$ cat src/hdl/bpk_pkg.sv
// ============================================================================
// bpk_pkg
// Shared types and constants for the bit packer: opcodes, controller states,
// and the command/status bundles between the controller and the datapath.
// ============================================================================
`default_nettype none

package bpk_pkg;

    // Default and upper bound of bits in one push request
    localparam int MAX_PUSH_BITS_DEF = 32;

    // Field widths of the stream channels
    localparam int VALUE_W  = 32;
    localparam int COUNT_W  = 6;
    localparam int OPCODE_W = 2;
    localparam int S_DATA_W = 40;
    localparam int BYTE_W   = 8;

    // Byte constants
    localparam logic [BYTE_W-1:0] BYTE_FF   = 8'hFF;
    localparam logic [BYTE_W-1:0] BYTE_ZERO = 8'h00;

    // Request opcodes (code 3 is unused and ignored)
    typedef enum logic [OPCODE_W-1:0] {
        OP_PUSH  = 2'd0,
        OP_ALIGN = 2'd1,
        OP_CLEAR = 2'd2
    } t_opcode;

    // Controller states
    typedef enum logic [1:0] {
        ST_IDLE,
        ST_EMIT,
        ST_STUFF
    } t_state;

    // Controller -> datapath commands
    typedef struct packed {
        logic load;        // take the input request
        logic emit_byte;   // move the top byte of the accumulator to the output
        logic emit_stuff;  // move a stuffing zero byte to the output
    } t_dp_cmd;

    // Datapath -> controller status
    typedef struct packed {
        logic load_emits;  // the offered request completes at least one byte
        logic emit_more;   // a full byte is waiting in the accumulator
        logic after_more;  // another full byte remains after the current one
        logic ff_stuff;    // current byte is 0xFF and stuffing is on
        logic out_free;    // output register can take a byte this cycle
    } t_dp_status;

endpackage

`default_nettype wire

$ cat src/hdl/bpk_ctrl.sv
// ============================================================================
// bpk_ctrl
// Controller: accepts one request at a time, then sequences the byte and
// stuffing-byte emits through the datapath.
// ============================================================================
`default_nettype none

module bpk_ctrl
    import bpk_pkg::*;
(
    input  wire         i_clk,
    input  wire         i_rst_n,
    input  wire         i_s_tvalid,
    input  t_dp_status  i_status,
    output logic        o_s_tready,
    output t_dp_cmd     o_cmd,
    output t_state      o_state
);

    t_state r_state;
    t_state n_state;
    logic   w_fire;

    assign w_fire  = i_s_tvalid && (r_state == ST_IDLE);
    assign o_state = r_state;

    // State register
    always_ff @(posedge i_clk) begin
        if (!i_rst_n) begin
            r_state <= ST_IDLE;
        end else begin
            r_state <= n_state;
        end
    end

    // Next state
    always_comb begin
        n_state = r_state;
        unique case (r_state)
            ST_IDLE: begin
                if (w_fire && i_status.load_emits) begin
                    n_state = ST_EMIT;
                end
            end
            ST_EMIT: begin
                if (i_status.out_free) begin
                    if (i_status.ff_stuff) begin
                        n_state = ST_STUFF;
                    end else if (!i_status.after_more) begin
                        n_state = ST_IDLE;
                    end
                end
            end
            ST_STUFF: begin
                if (i_status.out_free) begin
                    n_state = i_status.emit_more ? ST_EMIT : ST_IDLE;
                end
            end
            default: n_state = ST_IDLE;
        endcase
    end

    // Outputs
    always_comb begin
        o_s_tready = 1'b0;
        o_cmd      = '0;
        unique case (r_state)
            ST_IDLE: begin
                o_s_tready = 1'b1;
                o_cmd.load = w_fire;
            end
            ST_EMIT:  o_cmd.emit_byte  = i_status.out_free;
            ST_STUFF: o_cmd.emit_stuff = i_status.out_free;
            default: begin
                o_s_tready = 1'b0;
            end
        endcase
    end

endmodule

`default_nettype wire

$ cat src/hdl/bpk_datapath.sv
// ============================================================================
// bpk_datapath
// Datapath: bit accumulator with pending count, push/align/clear update,
// byte extraction and the registered output stage.
// ============================================================================
`default_nettype none

module bpk_datapath
    import bpk_pkg::*;
#(
    parameter int MAX_PUSH_BITS = MAX_PUSH_BITS_DEF
) (
    input  wire                 i_clk,
    input  wire                 i_rst_n,
    input  t_dp_cmd             i_cmd,
    input  wire [OPCODE_W-1:0]  i_opcode,
    input  wire [VALUE_W-1:0]   i_bit_value,
    input  wire [COUNT_W-1:0]   i_bit_count,
    input  wire                 i_stuff_enable,
    input  wire                 i_m_tready,
    output t_dp_status          o_status,
    output logic                o_m_tvalid,
    output logic [BYTE_W-1:0]   o_m_tdata,
    output logic                o_m_tuser,
    output logic                o_m_tlast
);

    localparam int ACC_W = MAX_PUSH_BITS + 7;
    localparam int TOT_W = $clog2(ACC_W + 1);

    // Accumulator: valid bits are the low r_total bits
    logic [ACC_W-1:0]   r_acc,   n_acc;
    logic [TOT_W-1:0]   r_total, n_total;
    logic               r_stuff, n_stuff;

    // Output register
    logic               r_out_valid;
    logic [BYTE_W-1:0]  r_out_data;
    logic               r_out_user;
    logic               r_out_last;

    logic [COUNT_W-1:0] w_cnt;
    logic [VALUE_W-1:0] w_val_m;
    logic [6:0]         w_pend;
    logic [ACC_W-1:0]   w_push_acc;
    logic [TOT_W-1:0]   w_push_total;
    logic [ACC_W-1:0]   w_align_acc;
    logic [3:0]         w_pad;
    logic [TOT_W-1:0]   w_sh;
    logic [ACC_W-1:0]   w_shifted;
    logic [BYTE_W-1:0]  w_byte;
    logic               w_ff_stuff;
    logic               w_out_free;
    t_opcode            w_op;

    assign w_op = t_opcode'(i_opcode);

    // Clamp the count and drop bits above it
    assign w_cnt   = (i_bit_count > COUNT_W'(MAX_PUSH_BITS)) ?
                     COUNT_W'(MAX_PUSH_BITS) : i_bit_count;
    assign w_val_m = i_bit_value & ~({VALUE_W{1'b1}} << w_cnt);

    // Pending partial byte (only meaningful while fewer than 8 bits remain)
    assign w_pend       = r_acc[6:0] & ~(7'h7f << r_total[2:0]);
    assign w_push_acc   = (ACC_W'(w_pend) << w_cnt) |
                          ACC_W'(w_val_m[MAX_PUSH_BITS-1:0]);
    assign w_push_total = TOT_W'(r_total[2:0]) + TOT_W'(w_cnt);
    assign w_pad        = 4'd8 - {1'b0, r_total[2:0]};
    assign w_align_acc  = ACC_W'(w_pend) << w_pad;

    // Top completed byte
    assign w_sh       = r_total - TOT_W'(8);
    assign w_shifted  = r_acc >> w_sh;
    assign w_byte     = w_shifted[BYTE_W-1:0];
    assign w_ff_stuff = r_stuff && (w_byte == BYTE_FF);
    assign w_out_free = !r_out_valid || i_m_tready;

    // Status to the controller
    always_comb begin
        o_status            = '0;
        o_status.emit_more  = (r_total >= TOT_W'(8));
        o_status.after_more = (w_sh >= TOT_W'(8));
        o_status.ff_stuff   = w_ff_stuff;
        o_status.out_free   = w_out_free;
        unique case (w_op)
            OP_PUSH:  o_status.load_emits = (w_cnt != '0) &&
                                            (w_push_total >= TOT_W'(8));
            OP_ALIGN: o_status.load_emits = (r_total[2:0] != 3'd0);
            default:  o_status.load_emits = 1'b0;
        endcase
    end

    // Accumulator update
    always_comb begin
        n_acc   = r_acc;
        n_total = r_total;
        n_stuff = r_stuff;
        if (i_cmd.load) begin
            unique case (w_op)
                OP_PUSH: begin
                    if (w_cnt != '0) begin
                        n_acc   = w_push_acc;
                        n_total = w_push_total;
                        n_stuff = i_stuff_enable;
                    end
                end
                OP_ALIGN: begin
                    n_acc   = w_align_acc;
                    n_total = (r_total[2:0] != 3'd0) ? TOT_W'(8) : '0;
                    n_stuff = 1'b0;
                end
                OP_CLEAR: n_total = '0;
                default:  n_total = r_total;
            endcase
        end else if (i_cmd.emit_byte) begin
            n_total = w_sh;
        end
    end

    always_ff @(posedge i_clk) begin
        if (!i_rst_n) begin
            r_total <= '0;
            r_stuff <= 1'b0;
        end else begin
            r_total <= n_total;
            r_stuff <= n_stuff;
        end
        r_acc <= n_acc;
    end

    // Output register: loads on emit, drains on tready
    always_ff @(posedge i_clk) begin
        if (!i_rst_n) begin
            r_out_valid <= 1'b0;
        end else if (i_cmd.emit_byte || i_cmd.emit_stuff) begin
            r_out_valid <= 1'b1;
        end else if (i_m_tready) begin
            r_out_valid <= 1'b0;
        end
    end

    always_ff @(posedge i_clk) begin
        if (i_cmd.emit_byte) begin
            r_out_data <= w_byte;
            r_out_user <= 1'b0;
            r_out_last <= !w_ff_stuff && (w_sh < TOT_W'(8));
        end else if (i_cmd.emit_stuff) begin
            r_out_data <= BYTE_ZERO;
            r_out_user <= 1'b1;
            r_out_last <= (r_total < TOT_W'(8));
        end
    end

    assign o_m_tvalid = r_out_valid;
    assign o_m_tdata  = r_out_data;
    assign o_m_tuser  = r_out_user;
    assign o_m_tlast  = r_out_last;

endmodule

`default_nettype wire

$ cat src/hdl/bit_packer_with_ff_stuffing.sv
// ============================================================================
// bit_packer_with_ff_stuffing
// MSB-first bit packer with optional 0xFF/0x00 byte stuffing.
// ============================================================================
// Usage:
//   Slave channel: one request per handshake. tuser carries the opcode
//   (push, align, clear); tdata carries the bits, their count (clamped to
//   MAX_PUSH_BITS) and the stuffing enable.
//   Master channel: one packed byte per handshake; tuser marks an inserted
//   stuffing zero, tlast marks the final byte caused by a request.
//   Requests that complete no byte (short push, clear, align when aligned)
//   produce no output.
// Timing:
//   A request is taken on its handshake; its n output bytes (stuffing
//   included, at most 8) then leave one per cycle through the output
//   register while the receiver does not stall, and the input stays
//   blocked until the last of them is emitted. The controller moves each
//   byte from the accumulator into the output register when it is free.
// Reset / stall:
//   Synchronous active-low reset empties the pending bits and the output
//   register. When the receiver stalls, the current byte holds and the
//   controller waits; the next request is taken once the last byte of the
//   current one is in the output register.
// ============================================================================
`default_nettype none

module bit_packer_with_ff_stuffing
    import bpk_pkg::*;
#(
    parameter int MAX_PUSH_BITS = MAX_PUSH_BITS_DEF
) (
    input  wire                  i_clk,
    input  wire                  i_rst_n,
    // Slave side
    input  wire                  i_s_tvalid,
    output logic                 o_s_tready,
    // [31:0] bit_value, [37:32] bit_count, [38] stuff_enable, [39] zero
    input  wire [S_DATA_W-1:0]   i_s_tdata,
    // [1:0] opcode
    input  wire [OPCODE_W-1:0]   i_s_tuser,
    // Master side
    output logic                 o_m_tvalid,
    input  wire                  i_m_tready,
    // [7:0] out_byte
    output logic [BYTE_W-1:0]    o_m_tdata,
    // [0] is_stuffed
    output logic                 o_m_tuser,
    output logic                 o_m_tlast
);

    t_dp_cmd    w_cmd;
    t_dp_status w_status;
    t_state     w_state;

    // Controller
    bpk_ctrl u_ctrl (
        .i_clk      (i_clk),
        .i_rst_n    (i_rst_n),
        .i_s_tvalid (i_s_tvalid),
        .i_status   (w_status),
        .o_s_tready (o_s_tready),
        .o_cmd      (w_cmd),
        .o_state    (w_state)
    );

    // Datapath
    bpk_datapath #(
        .MAX_PUSH_BITS (MAX_PUSH_BITS)
    ) u_datapath (
        .i_clk          (i_clk),
        .i_rst_n        (i_rst_n),
        .i_cmd          (w_cmd),
        .i_opcode       (i_s_tuser),
        .i_bit_value    (i_s_tdata[31:0]),
        .i_bit_count    (i_s_tdata[37:32]),
        .i_stuff_enable (i_s_tdata[38]),
        .i_m_tready     (i_m_tready),
        .o_status       (w_status),
        .o_m_tvalid     (o_m_tvalid),
        .o_m_tdata      (o_m_tdata),
        .o_m_tuser      (o_m_tuser),
        .o_m_tlast      (o_m_tlast)
    );

    // Stuffing bytes are always zero
    a_stuff_zero: assert property (@(posedge i_clk) disable iff (!i_rst_n)
        o_m_tvalid && o_m_tuser |-> o_m_tdata == BYTE_ZERO)
        else $error("stuffing byte is not zero");

    // Back in idle, no full byte is left in the accumulator
    a_idle_partial: assert property (@(posedge i_clk) disable iff (!i_rst_n)
        w_state == ST_IDLE |-> !w_status.emit_more)
        else $error("full byte left pending in idle");

    // A pending stuff is always preceded by an unstuffed 0xFF in the output
    a_stuff_after_ff: assert property (@(posedge i_clk) disable iff (!i_rst_n)
        w_state == ST_STUFF && o_m_tvalid |->
            o_m_tdata == BYTE_FF && !o_m_tuser && !o_m_tlast)
        else $error("stuffing not preceded by 0xFF");

endmodule

`default_nettype wire
$ cat config.mk
export PLATFORM = sky130hd
export DESIGN_NAME = bit_packer_with_ff_stuffing
export DESIGN_NICKNAME = d
export VERILOG_FILES = /design/src/hdl/bpk_pkg.sv /design/src/hdl/bpk_ctrl.sv /design/src/hdl/bpk_datapath.sv /design/src/hdl/bit_packer_with_ff_stuffing.sv
export SDC_FILE = /design/constraint.sdc
export NUM_CORES = 1
export LEC_CHECK = 0
export ABC_AREA = 1
export BUFFER_PORTS_ARGS = -buffer_cell sky130_fd_sc_hd__buf_2
export CELL_PAD_IN_SITES_DETAIL_PLACEMENT = 1
export CELL_PAD_IN_SITES_GLOBAL_PLACEMENT = 1
export CORE_AREA = 8 8 158 101
export CTS_CLUSTER_SIZE = 30
export DETAILED_ROUTE_END_ITERATION = 7
export DIE_AREA = 0 0 166 109
export PLACE_DENSITY_LB_ADDON = 0.1
export SLEW_MARGIN = 20
export SYNTH_ARGS = -nofsm -noshare
export SYNTH_HDL_FRONTEND = slang
export SYNTH_SLANG_ARGS = --single-unit
$ cat constraint.sdc
create_clock -name i_clk -period 2.7 [get_ports i_clk]
set_input_delay 0.135 -clock i_clk [delete_from_list [all_inputs] [get_ports i_clk]]
set_output_delay 0.135 -clock i_clk [all_outputs]
set_load 0.03 [all_outputs]
==> impl_metrics.ini <==
[outcome]
status = finished clean

[synth]
ys_seq_area_share_pct = 29.1
synth_area_mm2 = 0.00570
synth_area_leaders = edfxtp_1 (25%), nand2_1 (21%), nand3_1 (12%), o21ai_0 (6.7%), inv_1 (4.5%)
async_reset_ff_share_pct = 0
ys_ff_latch = 59
avgSynthCellArea_um2 = 6.23
synth_edf_count = 48
synth_largest_area_cell = edfxtp_1
synthCells = 915
ys.flop_type = edfxtp_1
netlist-cell-type-count = 46
synth_top_cell_area_share_pct = 25.3
syn_nets = 971
synth_warnings = 0

[timing]
setup_viol = 0
fin_crit_sh_pct = 95.5
finalHoldViolations = 0
slew_headroom_pct = 55.1
drv_slew = 0
worst_pin_slew_ns = 0.669
fin_worst_skew_ns = 0.00778
timing.fmax_mhz = 388
post-route-min-period_ns = 2.58

[critical_path]
cp-start-kind = register
worstPathRequired_ns = 2.76
path_max_fanout = 4
rr_worst_depth = 15
end_kind = register
critical_path_class = register to register
arrival_ns = 2.64

[grt]
overflow = 0
track_usage_pct = 28.0
grt_first_pass_wirelength_um = 39600
grt_max_degree = 45
grt_pass1_vias = 6994
antenna_found_initial = 0

[clocking]
cts_buffers = 9
cts_setup_buffers = 0
cts_root_buffer = clkbuf_16
clock_path_buffers = 2
insertion_delay_ns = 0.34
cts_tree = yes
cts_max_level = 3
clock-sinks = 59
cts_hold_buf = 0
clkTransAtPathRegs_ns = 0.05

[cells_and_area]
multiInputGateArea_mm2 = 0.00349
fin_cells = 1184
utilization_pct = 48.3
nFillCells = 1924
layout_commonest_cell = nand2_1
antenna_cells = 0
syn_to_final_growth_pct = 17.2
fin_nets = 1055
final_cell_mix = nand2_1 (324), nand3_1 (141), o21ai_0 (70)
regArea_mm2 = 0.00166
drive_gt1_share_pct = 15.6

[routing]
vias = 7008
wirelength_um = 25100
drt_iter0_drc = 710
wl_per_cell_um = 21.2
drc = 0
antenna_left = 0
via_per_inst = 5.92
first_pass_iters = 5

[floorplan]
die_w_um = 166
initial_utilization_pct = 41.2
coreArea_mm2 = 0.0138
num_rows = 34
die_h_um = 109
die_area_mm2 = 0.0181
io_pins = 58

[power_and_ir_drop]
p_per_area_mw_per_mm2 = 673
p_leak_nw = 3.13
ir_drop_mv = 0.559

[placement]
io_buffer_count = 56
dp.cells = 1168
hpwl_um = 20200
gp_congestion = 0.992

[run]
cap_viol_max_count = 0

[worst_hold_path]
hp-class = primary input to register
whs_path_depth = 3
==> cells by family after synthesis <==
| logic type | count (synthesis) | share of synthesized area, % |
|---|---|---|
| muxes | 2 | 0.351 |
| adders and majority gates | 10 | 2.19 |
| buffers and inverters | 122 | 9.81 |
| and+or+nand+nor | 562 | 42.4 |
| AOI/OAI and AO/OA | 158 | 15.8 |
| DFF | 59 | 29.1 |
| xor gates and xnor gates | 2 | 0.307 |
==> report_power, final <==
part	switching (mW)	total, mW	leakage (nW)	internal (mW)
registers	0.0913	1.30	0.545	1.21
clock network	0.414	1.12	0.133	0.706
logic	1.45	2.08	2.45	0.629
total	1.96	4.50	3.13	2.54
==> layout make-up <==
cell class                      instances  area share [%]
Inverter                               84            4.83
Multi-Input combinational cell        734            52.2
Sequential cell                        59            24.9
Clock buffer                           12            3.54
Clock inverter                          4           0.618
Tap cell                              180            3.37
Timing Repair Buffer                  111            10.5
==> path summary, 6_finish.rpt <==
check | from | to | slack (ns)
max | u_datapath.r_total[1]$_SDFFE_PN0P_ | u_datapath.r_acc[12]$_DFFE_PP_ | 0.12
min | i_rst_n | u_ctrl.o_state[1]$_SDFFE_PN0P_ | 0.09
max reg2reg | u_datapath.r_total[1]$_SDFFE_PN0P_ | u_datapath.r_acc[12]$_DFFE_PP_ | 0.12
min reg2reg | u_datapath.o_m_tuser$_SDFFE_PP0P_ | u_datapath.o_m_tuser$_SDFFE_PP0P_ | 0.47
==> Yosys cell counts, drive strengths merged (2+ instances only) <==
| library cell | number |
|---|---|
| and3 | 2 |
| mux2i | 2 |
| a21oi | 30 |
| o211ai | 11 |
| inv | 81 |
| nand4 | 4 |
| clkinv | 3 |
| o32ai | 3 |
| nor3 | 5 |
| nand2 | 328 |
| dfxtp | 11 |
| nand3 | 142 |
| edfxtp | 48 |
| and2 | 3 |
| o221ai | 2 |
| or2 | 8 |
| o31ai | 4 |
| ha | 10 |
| nor2 | 69 |
| o22ai | 6 |
| xor2 | 2 |
| o21ai | 89 |
| a31oi | 5 |
| clkbuf | 14 |
| a32oi | 4 |
| buf | 24 |
==> worst max-delay path, cell delays in order, from the launching register on <==
cell and delay, ns:
dfxtp_1 0.35, inv_2 0.09, ha_1 0.16, inv_1 0.05, ha_1 0.18, nand2_1 0.12
o21ai_1 0.12, nand2_1 0.08, o21ai_0 0.12, or2_1 0.23, o21ai_1 0.15, nand2_1 0.09
o21ai_1 0.16, o21ai_1 0.17, nand2_1 0.10, o211ai_1 0.14
==> registers in the layout (all words and copies together) (netlist names) <==
signal,count
u_ctrl.o_state,2
u_datapath.o_m_tdata,8
u_datapath.o_m_tlast,1
u_datapath.o_m_tuser,1
u_datapath.o_m_tvalid,1
u_datapath.r_acc,39
u_datapath.r_stuff,1
u_datapath.r_total,6
==> routing by layer <==
| metal | part of all wire, % | wire [µm] | GRT usage, % |
|---|---|---|---|
| met4 | 1.3 | 337 | 5.23 |
| met5 | 0 | 0 | 0 |
| met3 | 9.9 | 2490 | 7.63 |
| met2 | 42 | 10400 | 42.9 |
| met1 | 47 | 11800 | 39.2 |
==> stage by stage <==
stage                     power, mW  hold slack, ns  area [µm²]  setup slack, ns  setup TNS (ns)
after floorplan                2.59           0.256        5700            0.219               0
final                          4.50          0.0947        6680            0.120               0
after CTS                      4.48          0.0893        6660           0.0886               0
after global routing           4.78           0.104        6680         -0.00230        -0.00230
after detailed placement       3.34           0.441        6380         -0.00450        -0.00804
after global placement         3.23           0.429        6380           0.0694               0
==> what timing repair did <==
| action | CTS | global route |
|---|---|---|
| pin swaps | 0 | 1 |
| endpoints found under the setup margin | 3 | 10 |
| gates resized for setup | 3 | 10 |
(Power assumes the default switching activity.)
